===== src/rtl/core/sctsc_pkg.sv =====
package sctsc_pkg;

  localparam int SETS_DEF      = 64;
  localparam int WAYS_DEF      = 4;
  localparam int ADDR_BITS_DEF = 32;

  localparam int ADDR_W    = 32;
  localparam int FUNC_W    = 2;
  localparam int STATE_W   = 2;
  localparam int WAY_OUT_W = 2;
  localparam int PDATA_W   = 32;
  localparam int PADDR_W   = 4;
  localparam int REG_IDX_W = PADDR_W - 2;

  localparam int OFFSET_MAX = 12;
  localparam int INDEX_MAX  = 6;

  localparam logic [FUNC_W-1:0] FUNC_LOAD        = 2'd0;
  localparam logic [FUNC_W-1:0] FUNC_STORE       = 2'd1;
  localparam logic [FUNC_W-1:0] FUNC_SNOOP_LOAD  = 2'd2;
  localparam logic [FUNC_W-1:0] FUNC_SNOOP_STORE = 2'd3;

  localparam logic [STATE_W-1:0] ST_INV = 2'd0;
  localparam logic [STATE_W-1:0] ST_VAL = 2'd1;
  localparam logic [STATE_W-1:0] ST_SHR = 2'd2;
  localparam logic [STATE_W-1:0] ST_MOD = 2'd3;

  localparam logic [1:0] MODE_PLAIN     = 2'd0;
  localparam logic [1:0] MODE_VI        = 2'd1;
  localparam logic [1:0] MODE_MSI       = 2'd2;
  localparam logic [1:0] MODE_MSI_ALIAS = 2'd3;

  localparam logic [REG_IDX_W-1:0] REG_PROTOCOL = 2'd0;
  localparam logic [REG_IDX_W-1:0] REG_OFFSET   = 2'd1;
  localparam logic [REG_IDX_W-1:0] REG_INDEX    = 2'd2;
  localparam logic [REG_IDX_W-1:0] REG_WAYS     = 2'd3;

  localparam logic [1:0] PROTOCOL_RST = 2'd0;
  localparam logic [3:0] OFFSET_RST   = 4'd4;
  localparam logic [2:0] INDEX_RST    = 3'd6;
  localparam logic [2:0] WAYS_RST     = 3'd4;

  typedef struct packed {
    logic [1:0] protocol_mode;
    logic [3:0] offset_bits;
    logic [2:0] index_bits;
    logic [2:0] ways_used;
  } cfg_t;

  typedef struct packed {
    logic                 hit;
    logic                 writeback;
    logic                 upgrade_miss;
    logic [WAY_OUT_W-1:0] way;
    logic [STATE_W-1:0]   new_state;
  } rsp_t;

endpackage


===== src/rtl/core/sctsc_xform.sv =====
module sctsc_xform import sctsc_pkg::*; #(
  parameter int  WAYS  = WAYS_DEF,
  parameter int  TAG_W = ADDR_BITS_DEF,
  localparam int WW    = (WAYS > 1) ? $clog2(WAYS) : 1,
  localparam int NW_W  = $clog2(WAYS + 1)
) (
  input  cfg_t                           cfg_i,
  input  logic [FUNC_W-1:0]              func_i,
  input  logic [TAG_W-1:0]               tag_i,
  input  logic [WAYS-1:0][TAG_W-1:0]     tags_i,
  input  logic [WAYS-1:0][STATE_W-1:0]   states_i,
  input  logic [WAYS-1:0]                dirty_i,
  input  logic [WW-1:0]                  victim_i,
  output logic                           wr_en_o,
  output logic [WAYS-1:0][TAG_W-1:0]     tags_o,
  output logic [WAYS-1:0][STATE_W-1:0]   states_o,
  output logic [WAYS-1:0]                dirty_o,
  output logic [WW-1:0]                  victim_o,
  output rsp_t                           rsp_o
);

  logic [NW_W-1:0]    nw;
  logic [WAYS-1:0]    match;
  logic               found;
  logic [WW-1:0]      hw;
  logic [WW-1:0]      vw;
  logic [WW-1:0]      sel;
  logic [STATE_W-1:0] st;
  logic [STATE_W-1:0] newst;
  logic               msi;
  logic               vi;
  logic               snoop;
  logic               store;
  logic               adv;

  assign msi   = (cfg_i.protocol_mode == MODE_MSI) || (cfg_i.protocol_mode == MODE_MSI_ALIAS);
  assign vi    = (cfg_i.protocol_mode == MODE_VI);
  assign snoop = (func_i == FUNC_SNOOP_LOAD) || (func_i == FUNC_SNOOP_STORE);
  assign store = (func_i == FUNC_STORE);

  always_comb begin
    if (cfg_i.ways_used == 3'd0) begin
      nw = NW_W'(1);
    end else if (32'(cfg_i.ways_used) > WAYS) begin
      nw = NW_W'(WAYS);
    end else begin
      nw = NW_W'(cfg_i.ways_used);
    end
  end

  always_comb begin
    for (int w = 0; w < WAYS; w++) begin
      match[w] = (NW_W'(w) < nw) && (states_i[w] != ST_INV) && (tags_i[w] == tag_i);
    end
    found = |match;
    hw    = '0;
    for (int w = WAYS - 1; w >= 0; w--) begin
      if (match[w]) begin
        hw = WW'(w);
      end
    end
    vw = (NW_W'(victim_i) >= nw) ? '0 : victim_i;
  end

  always_comb begin
    tags_o   = tags_i;
    states_o = states_i;
    dirty_o  = dirty_i;
    victim_o = victim_i;
    wr_en_o  = 1'b0;
    rsp_o    = '0;
    adv      = 1'b0;
    sel      = found ? hw : vw;
    st       = states_i[sel];
    newst    = ST_INV;

    if (snoop) begin
      if (found) begin
        wr_en_o   = 1'b1;
        rsp_o.hit = 1'b1;
        if (msi) begin
          newst           = (func_i == FUNC_SNOOP_LOAD) ? ST_SHR : ST_INV;
          rsp_o.writeback = (st == ST_MOD);
        end else if (vi) begin
          newst           = ST_INV;
          rsp_o.writeback = dirty_i[sel];
        end else begin
          newst = ST_VAL;
        end
        states_o[sel] = newst;
      end
    end else if (found) begin
      wr_en_o = 1'b1;
      if (msi && store && (st != ST_MOD)) begin
        rsp_o.upgrade_miss = 1'b1;
        newst              = ST_MOD;
      end else begin
        rsp_o.hit = 1'b1;
        if (!msi) begin
          newst = ST_VAL;
        end else begin
          newst = (store || (st == ST_MOD)) ? ST_MOD : ST_SHR;
        end
      end
      states_o[sel] = newst;
      if (store) begin
        dirty_o[sel] = 1'b1;
        adv          = 1'b1;
      end
    end else begin
      wr_en_o         = 1'b1;
      rsp_o.writeback = msi ? (st == ST_MOD) : ((st != ST_INV) && dirty_i[sel]);
      newst           = msi ? (store ? ST_MOD : ST_SHR) : ST_VAL;
      tags_o[sel]     = tag_i;
      states_o[sel]   = newst;
      dirty_o[sel]    = store;
      adv             = 1'b1;
    end

    if (adv && (nw > NW_W'(1))) begin
      victim_o = ((NW_W'(sel) + NW_W'(1)) < nw) ? (sel + WW'(1)) : '0;
    end

    if (!snoop || found) begin
      rsp_o.way       = WAY_OUT_W'(sel);
      rsp_o.new_state = newst;
    end
  end

endmodule


===== config.mk =====
export PLATFORM = sky130hd
export DESIGN_NAME = sctsc_xform
export DESIGN_NICKNAME = d
export VERILOG_FILES = /design/src/rtl/core/sctsc_pkg.sv /design/src/rtl/core/sctsc_xform.sv
export SDC_FILE = /design/constraint.sdc
export NUM_CORES = 1
export LEC_CHECK = 0
export BUFFER_PORTS_ARGS = -buffer_cell sky130_fd_sc_hd__buf_4
export CAP_MARGIN = 10
export CORE_AREA = 4 4 129 131
export DETAILED_ROUTE_END_ITERATION = 10
export DIE_AREA = 0 0 133 135
export GPL_TIMING_DRIVEN = 0
export PLACE_DENSITY = 0.61
export SLEW_MARGIN = 30
export SYNTH_ARGS = -nofsm -noshare
export SYNTH_HDL_FRONTEND = slang
export SYNTH_SLANG_ARGS = --single-unit

===== constraint.sdc =====
create_clock -name vclk -period 8.9
set_clock_uncertainty 0.15 [all_clocks]
set_input_delay 1.335 -clock vclk [all_inputs]
set_output_delay 1.335 -clock vclk [all_outputs]
set_load 0.02 [all_outputs]

**Word-level counts from Yosys, hierarchy flattened**

Index checks and enable logic that the tools add are counted.

- Logic and storage cells: 115
- Register bits after elaboration: 0

- Bitwise operators: 1
- Add/sub/neg operators: 2
- Reduce and logical (&&, ||, !) cells: 25
- Magnitude comparators: 10
- Equality and inequality tests: 12
- Multiplexer cells: 65

Operators by type and width:

| cell | count |
|---|---|
| 128-bit two-way mux | 2 |
| 128-bit bitwise mux | 1 |
| 32-bit == test | 4 |
| 32-bit demux with 2-bit select | 1 |
| 2-bit two-way mux | 24 |
| 32-bit two-way mux | 1 |
| 8-bit bitwise mux | 3 |
| 8-bit two-way mux | 3 |
| 1-bit two-way mux | 19 |
| 4-bit two-way mux | 4 |
| 1-bit logical AND | 13 |
| 2-bit == test (second input constant) | 5 |
| 2-bit nonzero test | 5 |
| 1-bit by 3-bit less-than comparator with 1-bit output (first input constant) | 2 |
| 2-bit by 3-bit less-than comparator with 1-bit output (first input constant) | 2 |
| 3-bit two-way mux | 2 |
| 2-bit binary-select mux with 2-bit select | 1 |
| 4-bit bitwise mux | 1 |
| 2-bit demux with 2-bit select | 1 |
| 2-bit by 1-bit == test with 1-bit output (second input constant) | 2 |
| 1-bit logical OR | 4 |
| 4-bit OR | 1 |
| 4-bit OR reduction | 1 |
| 2-bit by 1-bit adder with 3-bit output (second input constant) | 1 |
| other kinds (12) | 12 |

**Longest topological paths before layout**

- Word-level depth: 23
- Depth in mapped cells: 18
- Gate-level depth less buffers: 17

**Worst setup path before layout**

OpenSTA, ideal clock, no wires.

- Path kind: input -> output
- From: in tag_i[20]
- To: out victim_o[1]
- Required time: 7415 ps
- Cell stages on the path: 15
- Data arrival time: 4200 ps
- Slack: 3215 ps
- Cell sequence: buf_4 xnor2_2 nand4_1 or4_1 nor4_2 o21ba_1 or2_1 buf_6 ha_1 inv_1 ha_1 o31a_1 o21a_1 nor3_1 mux2_2

- Longest elaborated chain between the ends: 11

Ends and longest elaborated chain:

| what | RTL line | text |
|---|---|---|
| from (decl) | sctsc_xform.sv:9 | `input logic [TAG_W-1:0] tag_i,` |
| 32-bit == test | sctsc_xform.sv:53 | `match[w] = (NW_W'(w) < nw) && (states_i[w] != ST_INV) && (tags_i[w] == tag_i);` |
| 1-bit logical AND | sctsc_xform.sv:53 |  |
| 2-bit two-way mux (4 in series) | sctsc_xform.sv:58 | `if (match[w]) begin` |
| 2-bit two-way mux | sctsc_xform.sv:73 | `sel = found ? hw : vw;` |
| 2-bit by 1-bit adder with 3-bit output | sctsc_xform.sv:121 | `victim_o = ((NW_W'(sel) + NW_W'(1)) < nw) ? (sel + WW'(1)) : '0;` |
| 3-bit less-than comparator | sctsc_xform.sv:121 |  |
| 2-bit two-way mux | sctsc_xform.sv:121 |  |
| 2-bit two-way mux * | sctsc_xform.sv:120 | `if (adv && (nw > NW_W'(1))) begin` |
| to (decl) | sctsc_xform.sv:18 | `output logic [WW-1:0] victim_o,` |

Mark *: on every way between the ends. The rest lies on a longest branch, timed or not.

==> flow_metrics.env <==
export IMPL_start_util=0.2808
export IMPL_max_stage_delay_ns=0.57
export IMPL_rsz0062_at_grt="false"
export IMPL_hpwl_um=21820
export IMPL_yosys_area_share_simple=0.1974
export IMPL_max_clock_freq_mhz=148.6
export IMPL_io_buffers=298
export IMPL_place_ws_ns=2.231
export IMPL_area_growth_pct=57.24
export IMPL_vdd_drop_max_mv=0.04252
export IMPL_layout_commonest_cell="buf_4"
export IMPL_cts_repair_resized=0
export IMPL_drtPass1Iterations=5
export IMPL_yosys_warnings=0
export IMPL_nFillCells=1627
export IMPL_post_route_drc_count=0
export IMPL_drtIter0Drc=186
export IMPL_routed_wirelength_um=24740
export IMPL_hp_class="in -> out"
export IMPL_finalCoreUtilization=0.4416
export IMPL_hold_violations=0
export IMPL_layout_common_cells="302 x buf_4, 129 x mux2_2, 92 x xor2_1"
export IMPL_design_core_area_mm2=0.01560
export IMPL_syn_avg_cell_area_um2=8.456
export IMPL_die_y_um=135
export IMPL_routed_top_layer="met4"
export IMPL_via_per_inst=5.123
export IMPL_cp_slowest_cell="or4_1"
export IMPL_power_density_mw_per_mm2=68.92
export IMPL_rows=46
export IMPL_wl_met1_um=9539
export IMPL_hp_start="dirty_i[2]"
export IMPL_grt_pass1_vias=5451
export IMPL_status="complete, no violations"
export IMPL_setup_ws_ns=2.169
export IMPL_antenna_cells=0
export IMPL_synthAdderAreaFrac=0.02285
export IMPL_setup_tns_ns=0
export IMPL_post_route_period_util=0.7563
export IMPL_synth_xor_area_frac=0.2696
export IMPL_routabilityCongestion=0.9217
export IMPL_synth_top_cell_area_share=0.3316
export IMPL_muxShareOfSynthArea=0.3413
export IMPL_nNetsFinal=1014
export IMPL_num_clock_buffers=0
export IMPL_yosysSeqAreaShare=0
export IMPL_post_cts_buffers=0
export IMPL_cp_start_kind="primary input"
export IMPL_grtUsageTotal=0.2559
export IMPL_syn_area_mm2=0.004380
export IMPL_setup_violations=0
export IMPL_synth_compound_area_frac=0.08169
export IMPL_die_area_mm2=0.01796
export IMPL_io_pins=338
export IMPL_die_w_um=133
export IMPL_route_met2_wl_um=12930
export IMPL_cts_hold_fix_buffers=0
export IMPL_crit_type="in -> out"
export IMPL_seq_cells=0
export IMPL_grt_pass1_wl_um=34490
export IMPL_crit_family="simple AND/OR/NAND/NOR gates"
export IMPL_worst_pin_slew_ns=0.8374
export IMPL_wl_per_cell_um=23.97
export IMPL_syn_nets=714
export IMPL_cp_max_fo=10
export IMPL_grt_max_degree=11
export IMPL_synth_area_leaders="mux2_2 33%, xor2_1 18%, xnor2_1 5.6%"
export IMPL_leakagePower_nw=3.145
export IMPL_synth_top_family_by_area="multiplexers"
export IMPL_vias=5287
export IMPL_overflow=0
export IMPL_synth_top_area_cell="mux2_2"
export IMPL_crit_start="tag_i[15]"
export IMPL_antenna_found_initial=0
export IMPL_wl_met3_um=1845
export IMPL_power_mw=0.4747
export IMPL_max_slew_margin=0.4366
export IMPL_drive_gt1_frac=0.6017
export IMPL_ant_nets=0
export IMPL_period_needed_ns=6.731
export IMPL_synthCells=518
export IMPL_cp_end_kind="primary output"
export IMPL_register_area_um2=0
export IMPL_required_ns=7.41
export IMPL_crit_buf_inv=4
export IMPL_crit_top_cell="buf_4"
export IMPL_slew_violations=0
export IMPL_path_cells="buf_4, xnor2_1, o221ai_1, or4_1, nor4_2, o21ba_1, or2_1, buf_6, ha_1, nand2_1, buf_2, mux2_2, buf_4"
export IMPL_synth_cell_type_count=53
export IMPL_crit_arrival_ns=5.25
export IMPL_cap_violations=0
kinds of logic (layout without fill, tap and decap cells):
family	after synthesis	count (layout)
buffers and inverters	56	354
and+or+nand+nor	147	147
AOI/OAI and AO/OA	47	47
muxes	132	132
adders and majority gates	8	8
xor gates and xnor gates	128	128
Yosys cell counts, drive strengths merged, types with 2 or more instances:
cell	number
inv	7
or3	2
ha	8
a211oi	4
nor4	40
and4b	2
nor2	21
a22o	9
xnor2	36
o211a	2
nor3	6
clkbuf	6
nand4	22
o21ai	13
o31a	2
buf	42
xor2	92
or2	4
or4	4
mux2i	3
nand3	3
o221ai	2
nand4b	4
and4	2
nand2b	2
o21a	2
mux2	129
a21oi	7
nand2	29
through the flow:
step                area (um^2)  hold slack, ns  instances
global placement           6888           2.849       1032
global route               6888           2.869       1032
finish                     6888           2.853       1032
detailed placement         6888           2.847       1032
CTS                        6888           2.849       1032
floorplan                  4380           2.699        518
report_power, final:
| part | leakage [nW] | internal, mW | switching (mW) |
|---|---|---|---|
| clock network | 0 | 0 | 0 |
| registers | 0 | 0 | 0 |
| logic | 3.14 | 0.216 | 0.259 |
| total | 3.14 | 0.216 | 0.259 |
layer usage:
metal | GRT usage | vias up
met5 | 0 | -
met4 | 0.04157 | 0
met3 | 0.04955 | 24
met2 | 0.4901 | 247
met1 | 0.2981 | 2518
li1 | - | 2498
area by class of cell:
class	instances	area, um^2	area share
Multi-Input combinational cell	462	3999	0.5806
Tap cell	216	270.3	0.03924
Timing Repair Buffer	298	2237	0.3248
Buffer	48	336.6	0.04886
Inverter	8	45.04	0.006540
tightest hold or removal path: cells and delay by family:
kind | cells | cell delay (ns)
buf+inv | 2 | 0.22
compound gates | 1 | 0.11
path summary, 6_finish.rpt:
kind                    endpoint  slack (ns)  depth (start not counted)
worst max-delay path   tags_o[3]        2.17                         13
worst min-delay path  dirty_o[2]        2.85                          3
Note: power is estimated with default switching activity, not from simulation.
