**src/rtl/core/sctsc_pkg.sv**
```systemverilog
package sctsc_pkg;

  localparam int SETS_DEF      = 64;
  localparam int WAYS_DEF      = 4;
  localparam int ADDR_BITS_DEF = 32;

  localparam int ADDR_W    = 32;
  localparam int FUNC_W    = 2;
  localparam int STATE_W   = 2;
  localparam int WAY_OUT_W = 2;
  localparam int PDATA_W   = 32;
  localparam int PADDR_W   = 4;
  localparam int REG_IDX_W = PADDR_W - 2;

  localparam int OFFSET_MAX = 12;
  localparam int INDEX_MAX  = 6;

  localparam logic [FUNC_W-1:0] FUNC_LOAD        = 2'd0;
  localparam logic [FUNC_W-1:0] FUNC_STORE       = 2'd1;
  localparam logic [FUNC_W-1:0] FUNC_SNOOP_LOAD  = 2'd2;
  localparam logic [FUNC_W-1:0] FUNC_SNOOP_STORE = 2'd3;

  localparam logic [STATE_W-1:0] ST_INV = 2'd0;
  localparam logic [STATE_W-1:0] ST_VAL = 2'd1;
  localparam logic [STATE_W-1:0] ST_SHR = 2'd2;
  localparam logic [STATE_W-1:0] ST_MOD = 2'd3;

  localparam logic [1:0] MODE_PLAIN     = 2'd0;
  localparam logic [1:0] MODE_VI        = 2'd1;
  localparam logic [1:0] MODE_MSI       = 2'd2;
  localparam logic [1:0] MODE_MSI_ALIAS = 2'd3;

  localparam logic [REG_IDX_W-1:0] REG_PROTOCOL = 2'd0;
  localparam logic [REG_IDX_W-1:0] REG_OFFSET   = 2'd1;
  localparam logic [REG_IDX_W-1:0] REG_INDEX    = 2'd2;
  localparam logic [REG_IDX_W-1:0] REG_WAYS     = 2'd3;

  localparam logic [1:0] PROTOCOL_RST = 2'd0;
  localparam logic [3:0] OFFSET_RST   = 4'd4;
  localparam logic [2:0] INDEX_RST    = 3'd6;
  localparam logic [2:0] WAYS_RST     = 3'd4;

  typedef struct packed {
    logic [1:0] protocol_mode;
    logic [3:0] offset_bits;
    logic [2:0] index_bits;
    logic [2:0] ways_used;
  } cfg_t;

  typedef struct packed {
    logic                 hit;
    logic                 writeback;
    logic                 upgrade_miss;
    logic [WAY_OUT_W-1:0] way;
    logic [STATE_W-1:0]   new_state;
  } rsp_t;

endpackage

```
**src/rtl/core/sctsc_cfg.sv**
```systemverilog
module sctsc_cfg import sctsc_pkg::*; (
  input  logic               clk_i,
  input  logic               rst_ni,
  input  logic               psel,
  input  logic               penable,
  input  logic               pwrite,
  input  logic [PADDR_W-1:0] paddr,
  input  logic [PDATA_W-1:0] pwdata,
  output logic [PDATA_W-1:0] prdata,
  output logic               pready,
  output cfg_t               cfg_o
);

  cfg_t                 cfg_q, cfg_d;
  logic [REG_IDX_W-1:0] reg_idx;
  logic                 wr_en;

  assign reg_idx = paddr[PADDR_W-1:2];
  assign wr_en   = psel & penable & pwrite;
  assign pready  = 1'b1;
  assign cfg_o   = cfg_q;

  always_comb begin
    cfg_d = cfg_q;
    if (wr_en) begin
      unique case (reg_idx)
        REG_PROTOCOL: cfg_d.protocol_mode = pwdata[1:0];
        REG_OFFSET:   cfg_d.offset_bits   = pwdata[3:0];
        REG_INDEX:    cfg_d.index_bits    = pwdata[2:0];
        REG_WAYS:     cfg_d.ways_used     = pwdata[2:0];
        default: ;
      endcase
    end
  end

  always_comb begin
    unique case (reg_idx)
      REG_PROTOCOL: prdata = PDATA_W'(cfg_q.protocol_mode);
      REG_OFFSET:   prdata = PDATA_W'(cfg_q.offset_bits);
      REG_INDEX:    prdata = PDATA_W'(cfg_q.index_bits);
      REG_WAYS:     prdata = PDATA_W'(cfg_q.ways_used);
      default:      prdata = '0;
    endcase
  end

  always_ff @(posedge clk_i or negedge rst_ni) begin
    if (!rst_ni) begin
      cfg_q <= '{protocol_mode: PROTOCOL_RST, offset_bits: OFFSET_RST,
                 index_bits: INDEX_RST, ways_used: WAYS_RST};
    end else begin
      cfg_q <= cfg_d;
    end
  end

endmodule

```
**config.mk**
```make
export PLATFORM = sky130hd
export DESIGN_NAME = sctsc_cfg
export DESIGN_NICKNAME = d
export VERILOG_FILES = /design/src/rtl/core/sctsc_pkg.sv /design/src/rtl/core/sctsc_cfg.sv
export SDC_FILE = /design/constraint.sdc
export NUM_CORES = 1
export LEC_CHECK = 0
export BUFFER_PORTS_ARGS = -buffer_cell sky130_fd_sc_hd__buf_2
export CAP_MARGIN = 20
export CORE_ASPECT_RATIO = 1.2
export CORE_MARGIN = 2
export CORE_UTILIZATION = 37
export CTS_CLUSTER_SIZE = 16
export DETAILED_ROUTE_END_ITERATION = 6
export PLACE_DENSITY = 0.92
export SYNTH_ARGS = -nofsm -noshare
export SYNTH_HDL_FRONTEND = slang
export SYNTH_SLANG_ARGS = --single-unit
```
**constraint.sdc**
```tcl
create_clock -name clk_i -period 1.9 [get_ports clk_i]
set_input_delay 0.285 -clock clk_i [delete_from_list [all_inputs] [get_ports clk_i]]
set_output_delay 0.285 -clock clk_i [all_outputs]
set_load 0.02 [all_outputs]
```
## After elaboration in Yosys (flattened, before gate mapping)

Index checks and enable logic that the tools add are counted.

| storage, ports and cells | value |
|---|---|
| input bits | 41 |
| output and inout bits | 45 |
| logic and storage cells | 15 |
| register bits | 12 |

| operators by class | value |
|---|---|
| bitwise logic cells | 2 |
| equal/unequal tests | 3 |
| reductions and logical operators | 5 |
| multiplexer cells | 1 |

Operators with widths:

| operator | number |
|---|---|
| case mux 32 bit (4 select lines) | 1 |
| AND reduction 2 bit | 4 |
| equality test 2 bit, second input constant | 2 |
| AND 1 bit | 2 |
| equality test 2 x 1 -> 1 bit, second input constant | 1 |
| zero test 2 bit | 1 |

## Logic depth before layout (Yosys ltp)

Gate-level depths: netlist (run 1).

| logic depth | value |
|---|---|
| word-level depth | 3 |
| gate-level depth with buffers | 4 |
| gate-level depth less buffers | 3 |

## Worst setup path after synthesis (run 1)

Ideal clock, no wire load.

| timing | value |
|---|---|
| path kind | register to output |
| from | register cfg_q (netlist bit cfg_o[8]) |
| to | output port prdata[2] |
| arrival | 1116 ps |
| stages on the path, launching flop included | 3 |
| slack | 499 ps |
| data required time | 1615 ps |
| path buffers | 0 |
| path through | dfstp_2 > nand2_1 > o21ai_0 |

| between the ends | value |
|---|---|
| cells in the longest elaborated chain, start to end | 1 |

Ends and longest elaborated chain:

| what | RTL line | source |
|---|---|---|
| start, declared | sctsc_cfg.sv:14 | `cfg_t cfg_q, cfg_d;` |
| start signal, assigned | sctsc_cfg.sv:48 | `cfg_q <= '{protocol_mode: PROTOCOL_RST, offset_bits: OFFSET_RST,` |
| start signal, assigned | sctsc_cfg.sv:51 | `cfg_q <= cfg_d;` |
| case mux 32 bit (4 select lines) | sctsc_cfg.sv:37 | `unique case (reg_idx)` |
| end, declared | sctsc_cfg.sv:9 | `output logic [PDATA_W-1:0] prdata,` |

No other way between the ends. The select of a mux whose other input is x is not followed.

## Final worst setup path (run 1)

| timing | value |
|---|---|
| from | register cfg_q (netlist bit cfg_o[3]) |
| to | output port prdata[0] |

Same word-level chain as after synthesis.

==> results of run 1 <==
## area by class of cell
cell class	instances	area (um^2)
fillers	214	1180
clock buffers	4	26.3
multi-input cells	54	379
repair buffers	27	140
flip-flops and latches	12	305
well taps	30	37.5
## placed cells by master, fill, tap and decap left out
master	instances
nor3b_2	1
clkbuf_4	3
conb_1	29
dlygate4sd3_1	1
mux2_4	3
o21ai_0	1
and3b_1	1
dfstp_2	4
or3b_4	1
nand2_1	3
nor2_1	1
clkbuf_1	1
buf_2	26
dfrtp_1	8
nor3_1	1
mux4_2	2
mux2_2	10
nand3_2	1
## path summary, 6_finish.rpt
check                            end
max                        prdata[0]
min                         cfg_o[9]
max reg2reg                 cfg_o[3]
min reg2reg                 cfg_o[1]
max in group asynchronous   cfg_o[2]
min in group asynchronous  cfg_o[11]
## kinds of logic after synthesis
group,count (synthesis)
DFF,12
buffers and inverters,31
and+or+nand+nor,9
muxes,15
other,2
AOI/OAI and AO/OA,1
## cell usage after synthesis (2+ instances only)
cell	instances	share of area
buf_4	30	0.27
conb_1	2	0.0092
dfstp_2	4	0.13
mux2_2	10	0.14
nand2_1	3	0.014
mux2_4	3	0.055
dfrtp_1	8	0.24
mux4_2	2	0.055
## per-layer routing
layer | global-route usage | part of all wire
met2 | 0.184 | 0.55
met5 | 0 | 0
met4 | 0.0437 | 0.0059
met1 | 0.119 | 0.35
met3 | 0.0163 | 0.095
## power groups by stage
stage | Clock, mW | Combinational, mW | Sequential [mW]
final | 0.156 | 0.360 | 0.376
after global routing | 0.169 | 0.380 | 0.385
after CTS | 0.163 | 0.361 | 0.377
after detailed placement | 0 | 0.359 | 0.382
after global placement | 0 | 0.352 | 0.373
after floorplan | 0 | 0.224 | 0.448
## per-stage QoR
step | power (mW) | instance area (um^2) | utilization | std cells
after CTS | 0.902 | 888 | 0.429 | 127
after floorplan | 0.672 | 921 | - | 97
after global placement | 0.725 | 852 | 0.411 | 122
final | 0.892 | 888 | 0.429 | 127
after global routing | 0.935 | 888 | 0.429 | 127
after detailed placement | 0.741 | 852 | 0.411 | 122
## worst max-delay path: stages, from the launching register on
cell and delay (ns):
dfrtp_1 0.41, mux4_2 0.48, buf_2 0.18
==> metrics.cfg, run 1 <==
[yosys]
ys_types=16
syn_avg_cell_area_um2=11.7
async_reset_ff_frac=1.00
yosysWarnings=0
synth_mux_area_frac=0.247
syn-instance-count=70
synth_edf_count=0
syn_area_um2=820
synth-adder-area-share=0
synth-simple-area-share=0.0763
ys.flop_type=dfrtp_1
synth_xor_area_frac=0
ys_ff_latch=12
synth_compound_area_frac=0.00611
synth_top_family_by_area=buffers and inverters
ys_seq_area_frac=0.373

[die]
start_util=0.396
dieHeight_um=55.6
core_area_um2=2070
ios=86
die_w_um=47.0
dieArea_um2=2610
rows=18

[timing]
whs_ns=0.251
finalSetupTns_ns=0
worst_slack_ns=0.282
finalCriticalPeriod_ns=1.62
finalHoldViolCount=0
rsz0062_at_grt=false
drv_slew=0
period_share=0.852
setup_violations=0
max_freq_mhz=618
skew_ns=0

[route]
drt_iter0_drc=4
via_count=501
vias_per_cell=3.94
drcViolationCount=0
antenna_left=0
drt_wl_total_um=1360
routedWlPerCell_um=10.7
drtPass1Iterations=4

[setup_path]
reg2regPathDepth=1
crit_fanout=3
r2r_start=cfg_o[3]
cp.required_ns=1.62
end_kind=output pin
worstSetupStartpointType=flip-flop
crit_type=reg -> out
r2r_slack_ns=1.11
cp.arrival_ns=1.33
cp-startpoint=cfg_o[3]

[cts]
cts-root-buf=clkbuf_4
clockBufferDepth=2
post-cts-setup-buffers=0
cts_tree=done
holdBufCountCts=1
numCtsBuffers=3
cts_sinks=12
post_cts_resized=0
cts.clk_slew.worst_paths_ns=0.07
clk_latency_ns=0.26
h-tree-depth=1

[power_and_ir_drop]
power_leakage_nw=0.469
p_sw_mw=0.342
p_clk_frac=0.175
p_per_area_nw_per_um2=1000
pwr-share-seq=0.421
ir_drop_v=0.000572
p_int_mw=0.550
combPwrFrac=0.403
swShare=0.383

[grt]
grt_pass1_wl_um=2040
antenna_found_initial=0
track_usage=0.105
gr-total-overflow=0
grt_pass1_vias=443
grt_max_degree=13

[flow_run]
maxCapViolations=0

[worst_hold_path]
worstHoldStart=pwdata[3]
hp-class=in -> reg
hold_path_depth=2

[place]
pre_cts_slack_ns=0.420
portBuffers=26
gp_congestion=0.658

[layout]
fin_nets=139
area_growth_syn_to_layout_pct=8.40
n_antenna_cell=0
largest_reg_flops=12
drive_gt1_frac=0.526

[outcome]
status=finished, final reports clean

Note: power is estimated with default switching activity, not from simulation.
==> inputs of run 2 (changes only) <==
--- a/config.mk
+++ b/config.mk
@@ -8,11 +8,10 @@
 export BUFFER_PORTS_ARGS = -buffer_cell sky130_fd_sc_hd__buf_2
 export CAP_MARGIN = 20
 export CORE_ASPECT_RATIO = 1.2
-export CORE_MARGIN = 2
 export CORE_UTILIZATION = 37
 export CTS_CLUSTER_SIZE = 16
 export DETAILED_ROUTE_END_ITERATION = 6
-export PLACE_DENSITY = 0.92
+export PLACE_DENSITY_LB_ADDON = 0.2
 export SYNTH_ARGS = -nofsm -noshare
 export SYNTH_HDL_FRONTEND = slang
 export SYNTH_SLANG_ARGS = --single-unit
==> run 2 against run 1 <==
  * Final cell count stayed put
  * Worst hold slack worse by 0.010 ns
  * Total power is 0.88% higher
  * Die area is 7.7% lower
  * Clock power is 9.6% higher
  * Worst setup slack better by 0.020 ns
  * First-iteration DRC count is 50% lower
  * Count of clock-buffer cells in the layout stayed put
  * Via count is 0.20% higher
  * Critical path type unchanged
  * Critical endpoint is now prdata[1]
==> metrics.cfg, run 2 (synthesis results as in run 1) <==
[die]
start_util=0.396
rows=18
core_area_um2=2070
dieArea_um2=2410
dieHeight_um=53.6
ios=86
die_w_um=45.0

[route]
routedWlPerCell_um=10.9
vias_per_cell=3.95
antenna_left=0
drcViolationCount=0
via_count=502
drtPass1Iterations=3
drt_iter0_drc=2
drt_wl_total_um=1380

[setup_path]
r2r_slack_ns=1.12
cp.required_ns=1.62
cp.arrival_ns=1.31
worstSetupStartpointType=flip-flop
cp-startpoint=cfg_o[11]
crit_type=reg -> out
end_kind=output pin
r2r_start=cfg_o[11]
crit_fanout=3

[worst_hold_path]
hp-class=in -> reg
worstHoldStart=pwdata[3]

[layout]
final_cell_mix=conb_1, buf_2, mux2_2
area_growth_syn_to_layout_pct=8.40
final_common_cell=conb_1
final_area_um2=888
fin_nets=139
drive_gt1_frac=0.526
largest_reg_flops=12
utilization=0.429
n_fill_cell=209
n_antenna_cell=0

[grt]
grt_pass1_wl_um=1940
track_usage=0.119
gr-total-overflow=0
grt_max_degree=13
grt_pass1_vias=393
antenna_found_initial=0

[power_and_ir_drop]
p_per_area_nw_per_um2=1010
ir_drop_v=0.000431
finalPower_mw=0.900
power_leakage_nw=0.469

[cts]
post_cts_resized=0
cts_tree=done
cts.clk_slew.worst_paths_ns=0.08
post-cts-setup-buffers=0
cts_sinks=12
clk_latency_ns=0.28
clockBufferDepth=2
holdBufCountCts=1
cts-root-buf=clkbuf_4
h-tree-depth=1
numCtsBuffers=3

[timing]
skew_ns=0
rsz0062_at_grt=false
finalHoldViolCount=0
whs_ns=0.241
period_share=0.841
drv_slew=0
max_freq_mhz=626
setup_violations=0
finalCriticalPeriod_ns=1.60
finalSetupTns_ns=0

[place]
detailed_place_hpwl_um=1080
dpl_cell_area_um2=852
gp_congestion=0.610
portBuffers=26

[outcome]
status=finished, final reports clean

[flow_run]
maxCapViolations=0

==> run 2: worst paths after layout <==
check	to	cells after the start
worst min register to register	cfg_o[1]	1
worst max register to register	cfg_o[11]	1
worst min-delay path	cfg_o[9]	2
max in group asynchronous	cfg_o[4]	2
min in group asynchronous	cfg_o[11]	2
worst max-delay path	prdata[1]	2
==> run 2: layer usage <==
layer,up-vias,GRT usage,share of wire
li1,231,-,-
met1,232,0.156,0.42
met2,36,0.174,0.47
met3,3,0.0302,0.083
met4,0,0.0758,0.021
met5,-,0,0
==> run 2: final cells by class <==
class	instances	area (um^2)	area share
multi-input cells	54	379	0.427
flip-flops and latches	12	305	0.344
repair buffers	27	140	0.158
well taps	30	37.5	0.0423
clock buffers	4	26.3	0.0296
==> run 2: report_power, final <==
part           switching (mW)  leakage, nW  internal [mW]  total [mW]
sequential             0.0428        0.140          0.330       0.373
clock                  0.0891       0.0150         0.0816       0.171
combinational           0.217        0.314          0.139       0.357
==> run 2: metrics by stage <==
stage                     instances  setup slack, ns
after detailed placement        122            0.431
after floorplan                  97            0.499
after global placement          122            0.430
after global routing            127            0.266
final                           127            0.301
after CTS                       127            0.291
==> run 2: worst max-delay path: stages, from the launching register on <==
cell     delay [ns]
dfrtp_1        0.41
mux4_2         0.45
buf_2          0.17
