### config.mk
export PLATFORM = sky130hd
export DESIGN_NAME = sctsc_tag_mem
export DESIGN_NICKNAME = d
export VERILOG_FILES = /design/src/rtl/core/sctsc_pkg.sv /design/src/rtl/core/sctsc_tag_mem.sv
export SDC_FILE = /design/constraint.sdc
export NUM_CORES = 1
export LEC_CHECK = 0
export BUFFER_PORTS_ARGS = -buffer_cell sky130_fd_sc_hd__buf_4
export CAP_MARGIN = 40
export CORE_ASPECT_RATIO = 0.75
export CORE_UTILIZATION = 55
export DETAILED_ROUTE_END_ITERATION = 12
export PLACE_DENSITY = 0.71
export SETUP_SLACK_MARGIN = 0.1
export SYNTH_ARGS = -nofsm -noshare
export SYNTH_HDL_FRONTEND = slang
export SYNTH_SLANG_ARGS = --single-unit
### constraint.sdc
create_clock -name clk_i -period 9.4 [get_ports clk_i]
set_clock_uncertainty 0.1 [all_clocks]
set_input_delay 0 -clock clk_i [delete_from_list [all_inputs] [get_ports clk_i]]
set_output_delay 0 -clock clk_i [all_outputs]
set_load 0.01 [all_outputs]
### src/rtl/core/sctsc_pkg.sv
package sctsc_pkg;

  localparam int SETS_DEF      = 64;
  localparam int WAYS_DEF      = 4;
  localparam int ADDR_BITS_DEF = 32;

  localparam int ADDR_W    = 32;
  localparam int FUNC_W    = 2;
  localparam int STATE_W   = 2;
  localparam int WAY_OUT_W = 2;
  localparam int PDATA_W   = 32;
  localparam int PADDR_W   = 4;
  localparam int REG_IDX_W = PADDR_W - 2;

  localparam int OFFSET_MAX = 12;
  localparam int INDEX_MAX  = 6;

  localparam logic [FUNC_W-1:0] FUNC_LOAD        = 2'd0;
  localparam logic [FUNC_W-1:0] FUNC_STORE       = 2'd1;
  localparam logic [FUNC_W-1:0] FUNC_SNOOP_LOAD  = 2'd2;
  localparam logic [FUNC_W-1:0] FUNC_SNOOP_STORE = 2'd3;

  localparam logic [STATE_W-1:0] ST_INV = 2'd0;
  localparam logic [STATE_W-1:0] ST_VAL = 2'd1;
  localparam logic [STATE_W-1:0] ST_SHR = 2'd2;
  localparam logic [STATE_W-1:0] ST_MOD = 2'd3;

  localparam logic [1:0] MODE_PLAIN     = 2'd0;
  localparam logic [1:0] MODE_VI        = 2'd1;
  localparam logic [1:0] MODE_MSI       = 2'd2;
  localparam logic [1:0] MODE_MSI_ALIAS = 2'd3;

  localparam logic [REG_IDX_W-1:0] REG_PROTOCOL = 2'd0;
  localparam logic [REG_IDX_W-1:0] REG_OFFSET   = 2'd1;
  localparam logic [REG_IDX_W-1:0] REG_INDEX    = 2'd2;
  localparam logic [REG_IDX_W-1:0] REG_WAYS     = 2'd3;

  localparam logic [1:0] PROTOCOL_RST = 2'd0;
  localparam logic [3:0] OFFSET_RST   = 4'd4;
  localparam logic [2:0] INDEX_RST    = 3'd6;
  localparam logic [2:0] WAYS_RST     = 3'd4;

  typedef struct packed {
    logic [1:0] protocol_mode;
    logic [3:0] offset_bits;
    logic [2:0] index_bits;
    logic [2:0] ways_used;
  } cfg_t;

  typedef struct packed {
    logic                 hit;
    logic                 writeback;
    logic                 upgrade_miss;
    logic [WAY_OUT_W-1:0] way;
    logic [STATE_W-1:0]   new_state;
  } rsp_t;

endpackage

### src/rtl/core/sctsc_tag_mem.sv
module sctsc_tag_mem import sctsc_pkg::*; #(
  parameter int  DEPTH = SETS_DEF,
  parameter int  ROW_W = 8,
  localparam int IW    = (DEPTH > 1) ? $clog2(DEPTH) : 1
) (
  input  logic             clk_i,
  input  logic             rst_ni,
  input  logic             rd_en_i,
  input  logic [IW-1:0]    rd_addr_i,
  output logic [ROW_W-1:0] rd_data_o,
  input  logic             wr_en_i,
  input  logic [IW-1:0]    wr_addr_i,
  input  logic [ROW_W-1:0] wr_data_i,
  output logic             clr_busy_o
);

  logic [ROW_W-1:0] mem [DEPTH];
  logic [ROW_W-1:0] rd_data_q;
  logic             clr_busy_q, clr_busy_d;
  logic [IW-1:0]    clr_idx_q, clr_idx_d;
  logic             we;
  logic [IW-1:0]    waddr;
  logic [ROW_W-1:0] wdata;

  assign we         = clr_busy_q | wr_en_i;
  assign waddr      = clr_busy_q ? clr_idx_q : wr_addr_i;
  assign wdata      = clr_busy_q ? '0 : wr_data_i;
  assign rd_data_o  = rd_data_q;
  assign clr_busy_o = clr_busy_q;

  always_comb begin
    clr_busy_d = clr_busy_q;
    clr_idx_d  = clr_idx_q;
    if (clr_busy_q) begin
      if (clr_idx_q == IW'(DEPTH - 1)) begin
        clr_busy_d = 1'b0;
      end else begin
        clr_idx_d = clr_idx_q + IW'(1);
      end
    end
  end

  always_ff @(posedge clk_i or negedge rst_ni) begin
    if (!rst_ni) begin
      clr_busy_q <= 1'b1;
      clr_idx_q  <= '0;
    end else begin
      clr_busy_q <= clr_busy_d;
      clr_idx_q  <= clr_idx_d;
    end
  end

  always_ff @(posedge clk_i) begin
    if (we) begin
      mem[waddr] <= wdata;
    end
    if (rd_en_i) begin
      rd_data_q <= mem[rd_addr_i];
    end
  end

`ifndef SYNTHESIS
  a_no_access_during_clear: assert property (@(posedge clk_i) disable iff (!rst_ni)
    clr_busy_q |-> !wr_en_i && !rd_en_i)
    else $error("tag memory accessed during clearing pass");

  a_clear_runs_once: assert property (@(posedge clk_i) disable iff (!rst_ni)
    !clr_busy_q |=> !clr_busy_q)
    else $error("clearing pass restarted");
`endif

endmodule

After elaboration in Yosys (flattened, before gate mapping):

Memories as Yosys holds them, arrays and structs flattened. A register that Yosys moved wholly into a read port is not among the register bits.
Cells that the tools add are included.

* bitwise gates (word level): 2
* add/sub/neg operators: 1
* mux-type cells: 6
* equal/unequal tests: 1
* reductions and logical operators: 1

Operators by type and width (count)
* $mux 8: 1
* $add 6x1->6 const B: 1
* $eq 6x6->1 const B: 1
* $mux 6: 1
* $mux 1: 4
* $reduce_and 2->1: 1
* $not 1->1: 1
* $or 1x1->1: 1

* flip-flop bits (word level): 7
* word-level logic and storage cells: 14
* memory bits (writable): 512
* memories kept: 1

Memories
* mem: words 64, bits a word 8, rd ports 1, clocked after memory_dff 1, wr ports 1, RTL line sctsc_tag_mem.sv:17 `logic [ROW_W-1:0] mem [DEPTH];`

Depth between registers and ports, before layout:

Gate-level depths: netlist of run 1.

* depth in word-level cells: 3
* mapped depth: 9
* depth with buffers taken out: 6

Worst setup path before layout of run 1:

No wires, ideal clock.

* path kind: register to register
* start: reg clr_busy_q, in the netlist clr_busy_o
* end: mem mem[0][0] (data pin)
* path buffers: 3
* library setup time: 0.514 ns
* stages on the path, launching flop included: 5
* arrival time: 2.611 ns
* path slack: 6.175 ns
* clock period less this slack: 3.225 ns
* cell sequence: dfstp_2 -> clkbuf_1 -> clkbuf_1 -> clkbuf_1 -> nor2b_1

* longest elaborated chain between the ends: 1

RTL lines
* start: declaration: RTL line sctsc_tag_mem.sv:19 `logic clr_busy_q, clr_busy_d;`
* start signal: assignment: RTL line sctsc_tag_mem.sv:48 `clr_busy_q <= clr_busy_d;`
* $mux 8: RTL line sctsc_tag_mem.sv:27 `assign wdata = clr_busy_q ? '0 : wr_data_i;`
* net wdata[0]: RTL line sctsc_tag_mem.sv:23 `logic [ROW_W-1:0] wdata;`
* end: declaration: RTL line sctsc_tag_mem.sv:17

The timed path passes the listed nets, and every way through them passes these cells.

Final worst setup path of run 1:

* start: reg clr_busy_q, in the netlist clr_busy_o
* end: mem mem[4][4], enable pin

* longest elaborated chain between the ends: 3
* elaborated cells on any way between the ends: 4

RTL lines
* $or 1x1->1: RTL line sctsc_tag_mem.sv:25 `assign we = clr_busy_q | wr_en_i;`
* $mux 1: RTL line sctsc_tag_mem.sv:54 `if (we) begin`
* $mux 1 (not written as such): RTL line sctsc_tag_mem.sv:55 `mem[waddr] <= wdata;`

Parallel ways exist; a longest one is shown, timed or not.

==> summary.txt, run 1 <==
STA
  – Slew Limit Fails: 0
  – Final Cycle Share: 0.381
  – # setup viols final: 0
  – Slew margin rel.: 0.373
  – Worst-Margin Slew: 937 ps
  – Max Freq: 279 MHz
  – Final Hold Viols: 0
  – Setup TNS: 0 ps
  – Fin crit period: 3580 ps
  – RSZ-0062 raised after global routing: no

Job
  – Max_cap viols: 0

Cells and area
  – Final nets: 1060
  – Multi-input logic area: approximately 4600 um^2
  – Antenna diode count: 0
  – Share of cells above drive strength 1: 0.237
  – Register Area: 15800 um^2
  – Fillers: 2552
  – P&R area growth vs syn: 11.4%
  – Layout Cells excl Fill: 1576

Synthesis
  – Register area share after synthesis: 0.766
  – Yosys warns: 0
  – Number of synthesized flops with an enable pin: 520
  – Mean cell area of the mapped netlist: 21.1 um^2
  – Post-Syn Instances: 975
  – Netlist cell types: 45
  – Synthesized Nets: 1000
  – Ys async rst share: 0.0133
  – Seq cells post-synth: 527
  – Top FF cell, synth: edfxtp_1
  – Post-Syn Area: 20600 um^2

Critical path
  – Crit Path Category: flip-flop to flip-flop
  – Worst R2R Start: clr_busy_o
  – Req. time, crit path: about 9500 ps
  – CP Capture Type: flip-flop
  – Crit Path Max Fanout: 29
  – Worst R2R Path Depth: 4
  – FF-to-FF End: mem[4][4]
  – Startpoint types: flip-flop
  – Critical path arrival: 3680 ps
  – Setup slack, reg-to-reg: roughly 5800 ps

Pwr
  – Peak supply drop: 0.178 mV
  – Leak: 7.21 nW
  – Pwr Density: just over 200 nW/um^2

Routing
  – Routed vias/inst: 6.25
  – Routed via count: 9852
  – TritonRoute pass-1 iters: 5
  – # DRC: 0
  – Wire per inst: 28.0 um
  – Post-DRT Antenna Nets: 0
  – Iteration-0 DRC Markers: 1200
  – Final WL: around 44000 um

CTS
  – Clk Latency, worst-skew pair: 570 ps
  – CTS tree: yes
  – H-tree levels: 2
  – Root Buffer: clkbuf_16
  – Clock-pin slew of the registers on the worst-case setup and hold paths: 60 ps
  – Num CTS Buffers: 47
  – Post-CTS Resized: 0
  – Clk buf depth: 3
  – CTS sink count: 527

Place
  – Final GP Congestion: 0.835
  – PortBufs: 32
  – DP Wirelength: 26800 um
  – Placed cell count: 1479

Global routing
  – Total Routing Usage GR: 0.240
  – Initial antenna violation count: 0
  – Largest net degree at the start of global routing: 65
  – First-pass GRT wire length: 65300 um
  – Via count of the first global-routing pass: just under 10000
  – Global route overflow: 0

Die
  – Die Width: ~230 um
  – Row cnt: 61
  – Chip height: about 170 um
  – I/O pins: 33
  – Core Area: 37000 um^2
  – Starting density of the core: 0.557
  – Die ar.: 38300 um^2

Worst hold path
  – Hold path startpoint: wr_addr_i[1]
  – Worst Hold Class: input port to flip-flop
  – Hold depth: 4
  – Hold EP: mem[51][4]

Outcome
  – Status: finished clean
-- cell usage in the layout, fill, tap and decap left out, types with 2 or more instances in the layout --
cell type | synthesis | final
edfxtp_1 | 520 | 520
mux2i_1 | 29 | 29
a211oi_1 | 7 | 7
a32o_1 | 3 | 3
o31ai_1 | 7 | 7
mux4_2 | 132 | 132
buf_6 | 7 | 2
o21a_1 | 2 | 2
nor3_1 | 2 | 2
nand2b_1 | 4 | 4
nor2b_4 | 0 | 8
nand3_1 | 3 | 3
nand2_1 | 29 | 29
dlygate4sd3_1 | 0 | 11
o21ai_0 | 9 | 9
inv_1 | 5 | 5
clkinv_2 | 0 | 6
xnor2_1 | 3 | 3
nand4_1 | 2 | 2
a32oi_1 | 3 | 3
buf_4 | 9 | 45
o221ai_1 | 6 | 6
mux2_2 | 6 | 6
clkbuf_16 | 0 | 49
clkbuf_1 | 15 | 14
nor3b_1 | 2 | 2
clkinv_1 | 0 | 14
o22ai_1 | 9 | 9
o21ai_1 | 8 | 8
nor2_1 | 85 | 85
a21oi_1 | 17 | 17
bufinv_16 | 0 | 3
a211o_1 | 2 | 2
dfrtp_1 | 6 | 6
nor2b_1 | 12 | 4
-- power by group --
| part | internal (mW) | switching (mW) |
|---|---|---|
| clock | 1.03 | 0.817 |
| combinational | 0.0922 | 0.149 |
| sequential | 2.59 | 0.00342 |
-- metrics by stage --
stage / power, mW / instance area [um^2] / hold slack [ps] / utilization / worst slack [ps]
6_report: 4.69 / 23000 / 73.0 / 0.620 / 5820
5_1_grt: 4.81 / 23000 / 128 / 0.620 / 5710
4_1_cts: 4.71 / 23000 / 57.0 / 0.620 / 5910
3_5_place_dp: 2.89 / 21400 / -284 / 0.578 / 5930
3_3_place_gp: 2.88 / 21300 / -283 / 0.577 / 5930
2_1_floorplan: 2.80 / 20600 / -396 / - / 6170
-- registers in the layout, summed over array words and instances, names as in the netlist --
| name | cells |
|---|---|
| clr_busy_o | 1 |
| rd_data_o | 8 |
| clr_idx_q | 6 |
| mem | 512 |
-- per-layer routing --
layer	GRT usage	wire length (um)	vias up
met5	0	0	-
met4	0.0668	1090	0
met3	0.0540	3820	75
met2	0.333	19300	440
met1	0.384	20000	5173
li1	-	-	4164
-- cell usage after synthesis, types with 2 or more instances --
cell type	n	area [um^2]
a211o_1	2	17.5
a211oi_1	7	52.6
a21oi_1	17	85.1
a32o_1	3	30.0
a32oi_1	3	26.3
buf_1	2	7.51
buf_2	15	75.1
buf_4	9	67.6
buf_6	7	78.8
clkbuf_1	15	56.3
dfrtp_1	6	150
edfxtp_1	520	15600
inv_1	5	18.8
mux2_2	6	67.6
mux2i_1	29	290
mux4_2	132	2970
nand2_1	29	109
nand2b_1	4	25.0
nand3_1	3	15.0
nand4_1	2	12.5
nor2_1	85	319
nor2b_1	12	75.1
nor3_1	2	10.0
nor3b_1	2	15.0
o21a_1	2	15.0
o21ai_0	9	45.0
o21ai_1	8	40.0
o221ai_1	6	52.6
o22ai_1	9	56.3
o31ai_1	7	52.6
xnor2_1	3	26.3
-- repair_timing --
| action | CTS | global route |
|---|---|---|
| hold buffers | 11 | 0 |
| endpoints found under the hold margin | 150 | 0 |
| buffers inserted | 0 | 0 |
-- final cells by class --
type	instances	share of cell area
Tap cell	504	0.0275
Timing Repair Buffer	59	0.0217
Multi-Input combinational cell	395	0.199
Sequential cell	527	0.688
Clock inverter	23	0.00752
Inverter	5	0.000817
Clock buffer	63	0.0557
-- worst max path at each step --
stage,slack (ps),end,from,cells after the start
after global routing,5710,mem[4][5],clr_busy_o,4
after global placement,5930,mem[11][1],clr_busy_o,5
after CTS,5910,mem[2][1],clr_busy_o,4
final,5820,mem[4][4],clr_busy_o,4
after floorplan,6170,mem[0][0],clr_busy_o,4
after detailed placement,5930,mem[4][0],clr_busy_o,4
-- kinds of logic after synthesis --
kind of cell | share of synthesized area
flops | 0.766
xor+xnor | 0.00170
mux | 0.162
fa+ha+maj | 0.000607
simple gates | 0.0297
compound gates | 0.0254
buf+inv | 0.0148
-- worst max-delay path, stage by stage (launching register included) --
cell and delay, ps:
dfstp_2 1020, inv_1 240, o21ai_0 490, nand2_1 540, nor2_1 810
Power figures use the tool's default switching activity.
==> run 2: changes to the inputs <==
==> constraint.sdc (replaced) <==
create_clock -name clk_i -period 3.5 [get_ports clk_i]
set_clock_uncertainty 0.1 [all_clocks]
set_input_delay 0 -clock clk_i [delete_from_list [all_inputs] [get_ports clk_i]]
set_output_delay 0 -clock clk_i [all_outputs]
set_load 0.01 [all_outputs]
==> summary.txt, run 2 (synthesis results as in run 1) <==
Die
  – Starting density of the core: 0.557 (unchanged)
  – Core Area: 37000 um^2 (unchanged)
  – Row cnt: 61 (unchanged)
  – Chip height: 170 um (unchanged)
  – I/O pins: 33 (unchanged)
  – Die ar.: 38300 um^2 (unchanged)
  – Die Width: 226 um (unchanged)

CTS
  – Clock-pin slew of the registers on the worst-case setup and hold paths: 60 ps (about the same)
  – Clk Latency, worst-skew pair: 570 ps (about the same)
  – H-tree levels: 2 (unchanged)
  – CTS sink count: 527 (unchanged)
  – Root Buffer: clkbuf_16 (unchanged)
  – Num CTS Buffers: 48 (was 47)
  – CTS tree: yes (unchanged)
  – Post-CTS Resized: 0 (unchanged)
  – Clk buf depth: 3 (unchanged)

Worst hold path
  – Worst Hold Class: input port to flip-flop (unchanged)

Critical path
  – Critical path arrival: 2950 ps (was 3680 ps)
  – Crit Path Max Fanout: 15 (was 29)
  – Critical path's slowest cell: nor2_1 (was dfstp_2)
  – Startpoint types: flip-flop (unchanged)
  – Crit Path Category: flip-flop to flip-flop (unchanged)
  – CP Cell Sequence: inv_1 > o21ai_0 > nand2_1 > nor2_1 (unchanged)
  – CP Capture Type: flip-flop (unchanged)
  – Req. time, crit path: 3590 ps (was 9500 ps)
  – Max incr delay on CP: 710 ps (was 1020 ps)

Pwr
  – Sw Ratio: 0.206 (was 0.207)
  – Pwr Density: 540 nW/um^2 (was 204 nW/um^2)
  – Reg power frac: 0.558 (was 0.554)
  – Switching pwr: 2.58 mW (was 0.970 mW)
  – Logic pwr share: 0.053 (was 0.051)
  – Internal cell power: 9.93 mW (was 3.72 mW)
  – Leak: 7.35 nW (was 7.21 nW)
  – Power after layout: 12.5 mW (was 4.69 mW)
  – Part of the power in the clock network: 0.390 (was 0.395)
  – Peak supply drop: 0.503 mV (was 0.178 mV)

Routing
  – Routed via count: 10056 (was 9852)
  – Met3 WL: 4130 um (was 3820 um)
  – # DRC: 0 (unchanged)
  – Highest routed layer: met5 (was met4)
  – Wire per inst: 27.9 um (was 28.0 um)
  – Routed vias/inst: 6.28 (was 6.25)
  – Wl on met1: 19800 um (was 20000 um)
  – Final WL: 44700 um (was 44200 um)
  – TritonRoute pass-1 iters: 5 (unchanged)
  – Iteration-0 DRC Markers: 1031 (was 1200)
  – Post-DRT Antenna Nets: 0 (unchanged)
  – Met2 WL: 20200 um (was 19300 um)

STA
  – Fin crit period: 2870 ps (was 3580 ps)
  – Final Cycle Share: 0.819 (was 0.381)
  – Max Freq: 349 MHz (was 279 MHz)
  – Slew margin rel.: 0.442 (was 0.373)
  – Slew Limit Fails: 0 (unchanged)
  – # setup viols final: 0 (unchanged)
  – Setup TNS: 0 ps (unchanged)
  – Final Hold Viols: 0 (unchanged)
  – RSZ-0062 raised after global routing: no (unchanged)
  – Worst-Margin Slew: 833 ps (was 937 ps)

Cells and area
  – Final nets: 1090 (was 1060)
  – Antenna diode count: 0 (unchanged)
  – Most frequent cells in the layout: edfxtp_1 (520), mux4_2 (132), nor2_1 (85), buf_4 (75), clkbuf_16 (49) (was edfxtp_1 (520), mux4_2 (132), nor2_1 (85), clkbuf_16 (49), buf_4 (45))
  – Fillers: 2510 (was 2552)
  – Share of cells above drive strength 1: 0.262 (was 0.237)
  – Top reg by flops: mem (unchanged)
  – Finished Core Util: 0.626 (was 0.620)
  – Layout Cells excl Fill: 1602 (was 1576)
  – P&R area growth vs syn: 12.4% (was 11.4%)
  – Most common cell after layout, fill and taps aside: edfxtp_1 (unchanged)
  – Max reg flops: 512 (unchanged)

Global routing
  – First-pass GRT wire length: 65900 um (was 65300 um)
  – Via count of the first global-routing pass: 9869 (was 9611)
  – Total Routing Usage GR: 0.243 (was 0.240)
  – Initial antenna violation count: 1 (was 0)
  – Global route overflow: 0 (unchanged)
  – Largest net degree at the start of global routing: 65 (unchanged)

Place
  – DP Wirelength: 27500 um (was 26800 um)
  – Placed cell count: 1510 (was 1479)
  – Final GP Congestion: 0.868 (was 0.835)
  – PortBufs: 32 (unchanged)

Outcome
  – Status: finished clean (unchanged)

Job
  – Max_cap viols: 0 (unchanged)
## run 2: cell types whose count changed in the layout (fill, tap and decap cells not counted)
cell	previous run	this run
buf_16	1	0
clkinv_2	6	7
clkinv_1	14	8
dlygate4sd3_1	11	9
clkinvlp_4	0	1
bufinv_16	3	2
inv_6	0	2
buf_12	0	2
buf_4	45	75
## run 2: timing repair
item / CTS / global route
buffers inserted: 0 / 0
endpoints found under the hold margin: 98 / 0
hold buffers: 9 / 0
## run 2: critical path, delay by kind of cell, from the launching register on
family | cells | cell delay, ps
AND/OR/NAND/NOR | 2 | 1150
flip-flops | 1 | 680
AO/OA/AOI/OAI | 1 | 420
buffers and inverters | 1 | 140
## run 2: layout make-up
class	instances	area [um^2]	share of cell area
Inverter	5	18.8	0.000810
Multi-Input combinational cell	395	4580	0.198
Timing Repair Buffer	88	716	0.0309
Clock buffer	63	1280	0.0552
Sequential cell	527	15800	0.682
Tap cell	504	631	0.0272
Clock inverter	20	150	0.00648
## run 2: power groups by stage
stage	combinational, mW	sequential (mW)	clock, mW
finish	0.660	6.98	4.88
global route	0.699	6.98	5.15
CTS	0.663	6.98	4.93
detailed placement	0.651	7.12	0
global placement	0.640	7.11	0
floorplan	0.399	7.12	0
## run 2: per-layer routing
metal | GRT usage | vias up
met1 | 0.386 | 5285
met2 | 0.351 | 493
met3 | 0.0547 | 50
li1 | - | 4226
met4 | 0.0432 | 2
met5 | 0 | -
## run 2: per-stage QoR
stage	setup WS (ps)	hold WS (ps)	instance area, um^2
6_report	632	86.3	23200
4_1_cts	591	60.6	23200
3_3_place_gp	681	-282	21600
5_1_grt	378	87.4	23200
2_1_floorplan	275	-396	20600
3_5_place_dp	613	-283	21600
## run 2: worst paths after layout
| path | start | to | slack (ps) | cells past startpoint |
|---|---|---|---|---|
| setup / recovery | clr_busy_o | mem[8][3] | 630 | 4 |
| hold / removal | wr_addr_i[1] | mem[50][3] | 90 | 5 |
| setup reg to reg | clr_busy_o | mem[8][3] | 630 | 4 |
| hold reg to reg | clr_idx_q[3] | clr_idx_q[3] | 450 | 1 |
| max in group asynchronous | rst_ni | clr_busy_o | 2730 | 3 |
| min in group asynchronous | rst_ni | clr_idx_q[3] | 280 | 3 |
==> run 3: changes to the inputs <==
==> constraint.sdc (replaced) <==
create_clock -name clk_i -period 2.79 [get_ports clk_i]
set_clock_uncertainty 0.1 [all_clocks]
set_input_delay 0 -clock clk_i [delete_from_list [all_inputs] [get_ports clk_i]]
set_output_delay 0 -clock clk_i [all_outputs]
set_load 0.01 [all_outputs]
==> summary.txt, run 3 (synthesis results as in run 1) <==
Job
  – Max_cap viols: 0 (unchanged)

CTS
  – Num CTS Buffers: 47 (was 48)
  – Root Buffer: clkbuf_16 (unchanged)
  – H-tree levels: 2 (unchanged)
  – Clock-pin slew of the registers on the worst-case setup and hold paths: 70 ps (was 60 ps)
  – Clk buf depth: 3 (unchanged)
  – CTS sink count: 527 (unchanged)
  – CTS tree: yes (unchanged)
  – Clk Latency, worst-skew pair: 570 ps (about the same)
  – Setup bufs post-CTS: 0 (unchanged)

Cells and area
  – P&R area growth vs syn: 14.5% (was 12.4%)
  – Share of cells above drive strength 1: 0.295 (was 0.262)
  – Finished Core Util: 0.638 (was 0.626)
  – Fillers: 2456 (was 2510)
  – Antenna diode count: 0 (unchanged)
  – Max reg flops: 512 (unchanged)
  – Layout Cells excl Fill: 1649 (was 1602)
  – Most common cell after layout, fill and taps aside: edfxtp_1 (unchanged)
  – Top reg by flops: mem (unchanged)
  – Final nets: 1135 (was 1090)
  – Most frequent cells in the layout: edfxtp_1 (520), mux4_2 (132), buf_4 (116), nor2_1 (81), clkbuf_16 (49) (was edfxtp_1 (520), mux4_2 (132), nor2_1 (85), buf_4 (75), clkbuf_16 (49))

Die
  – Core Area: 37000 um^2 (unchanged)
  – I/O pins: 33 (unchanged)
  – Starting density of the core: 0.557 (unchanged)
  – Chip height: 170 um (unchanged)
  – Die Width: 226 um (unchanged)
  – Row cnt: 61 (unchanged)
  – Die ar.: 38300 um^2 (unchanged)

Global routing
  – Via count of the first global-routing pass: 9962 (was 9869)
  – Global route overflow: 0 (unchanged)
  – Largest net degree at the start of global routing: 65 (unchanged)
  – Initial antenna violation count: 0 (was 1)
  – Total Routing Usage GR: 0.240 (was 0.243)
  – First-pass GRT wire length: 65300 um (was 65900 um)

STA
  – Slew margin rel.: 0.426 (was 0.442)
  – Fin crit period: 2510 ps (was 2870 ps)
  – Max Freq: 399 MHz (was 349 MHz)
  – Setup TNS: 0 ps (unchanged)
  – Hold WS: 33.1 ps (was 86.3 ps)
  – Slew Limit Fails: 0 (unchanged)
  – # setup viols final: 0 (unchanged)
  – Final Cycle Share: 0.899 (was 0.819)
  – Worst-Margin Slew: 858 ps (was 833 ps)
  – Final Hold Viols: 0 (unchanged)
  – RSZ-0062 raised after global routing: no (unchanged)

Critical path
  – Crit Path Max Fanout: 13 (was 15)
  – Crit Path Category: flip-flop to flip-flop (unchanged)
  – Req. time, crit path: 2870 ps (was 3590 ps)
  – Startpoint types: flip-flop (unchanged)
  – Critical path arrival: 2590 ps (was 2950 ps)
  – CP Capture Type: flip-flop (unchanged)

Routing
  – Routed via count: 10147 (was 10056)
  – Wire per inst: 26.8 um (was 27.9 um)
  – Routed vias/inst: 6.15 (was 6.28)
  – TritonRoute pass-1 iters: 6 (was 5)
  – Iteration-0 DRC Markers: 1126 (was 1031)
  – Final WL: 44200 um (was 44700 um)
  – # DRC: 0 (unchanged)
  – Post-DRT Antenna Nets: 0 (unchanged)

Place
  – Final GP Congestion: 0.828 (was 0.868)
  – DP Wirelength: 27800 um (was 27500 um)
  – Placed cell count: 1552 (was 1510)
  – PortBufs: 32 (unchanged)

Outcome
  – Status: finished clean (unchanged)

Pwr
  – Power after layout: 15.9 mW (was 12.5 mW)
  – Peak supply drop: 0.530 mV (was 0.503 mV)
  – Pwr Density: 674 nW/um^2 (was 540 nW/um^2)
  – Leak: 7.62 nW (was 7.35 nW)

Worst hold path
  – Worst Hold Class: input port to flip-flop (unchanged)
==> run 3: power by group <==
| part | internal (mW) | switching, mW |
|---|---|---|
| logic | 0.338 | 0.503 |
| clock network | 3.57 | 2.75 |
| registers | 8.74 | 0.0113 |
==> run 3: area by class of cell <==
cell class	count	area, um^2	area share
inverter	5	18.8	0.000795
clock inverter	25	218	0.00922
sequential	527	15800	0.669
timing repair buffer	134	1090	0.0463
clock buffer	59	1260	0.0535
multi-input combinational	395	4590	0.194
tap	504	631	0.0267
==> run 3: per-layer routing <==
metal,GRT usage,routed length (um)
met3,0.0500,4310
met1,0.374,19100
met4,0.0618,930
met2,0.348,19900
met5,0,0
==> run 3: path summary, 6_finish.rpt <==
kind | start | to | slack [ps] | cells after the start
worst min register to register | clr_idx_q[5] | clr_idx_q[5] | 450 | 1
worst min-delay path | wr_addr_i[1] | mem[50][6] | 30 | 4
worst max-delay path | clr_busy_o | mem[33][5] | 280 | 5
min in group asynchronous | rst_ni | clr_idx_q[1] | 290 | 3
max in group asynchronous | rst_ni | clr_busy_o | 2010 | 3
worst max register to register | clr_busy_o | mem[33][5] | 280 | 5
==> run 3: repair_timing <==
item                                    CTS  global route
hold buffers                             12             0
gates resized for setup                   0             5
hold endpoints to repair                145             0
endpoints found under the setup margin    0            48
==> run 3: worst max-delay path: stages (launching register included) <==
cell	delay, ps
dfstp_2	620
buf_4	210
nand2_1	60
o21ai_0	210
nand2_1	220
nor2_1	690
==> run 3: stage by stage <==
| stage | area (um^2) | worst slack, ps |
|---|---|---|
| finish | 23600 | 281 |
| global route | 23600 | 111 |
| CTS | 23600 | 184 |
| detailed placement | 22000 | 192 |
| global placement | 22000 | 243 |
| floorplan | 20600 | -435 |
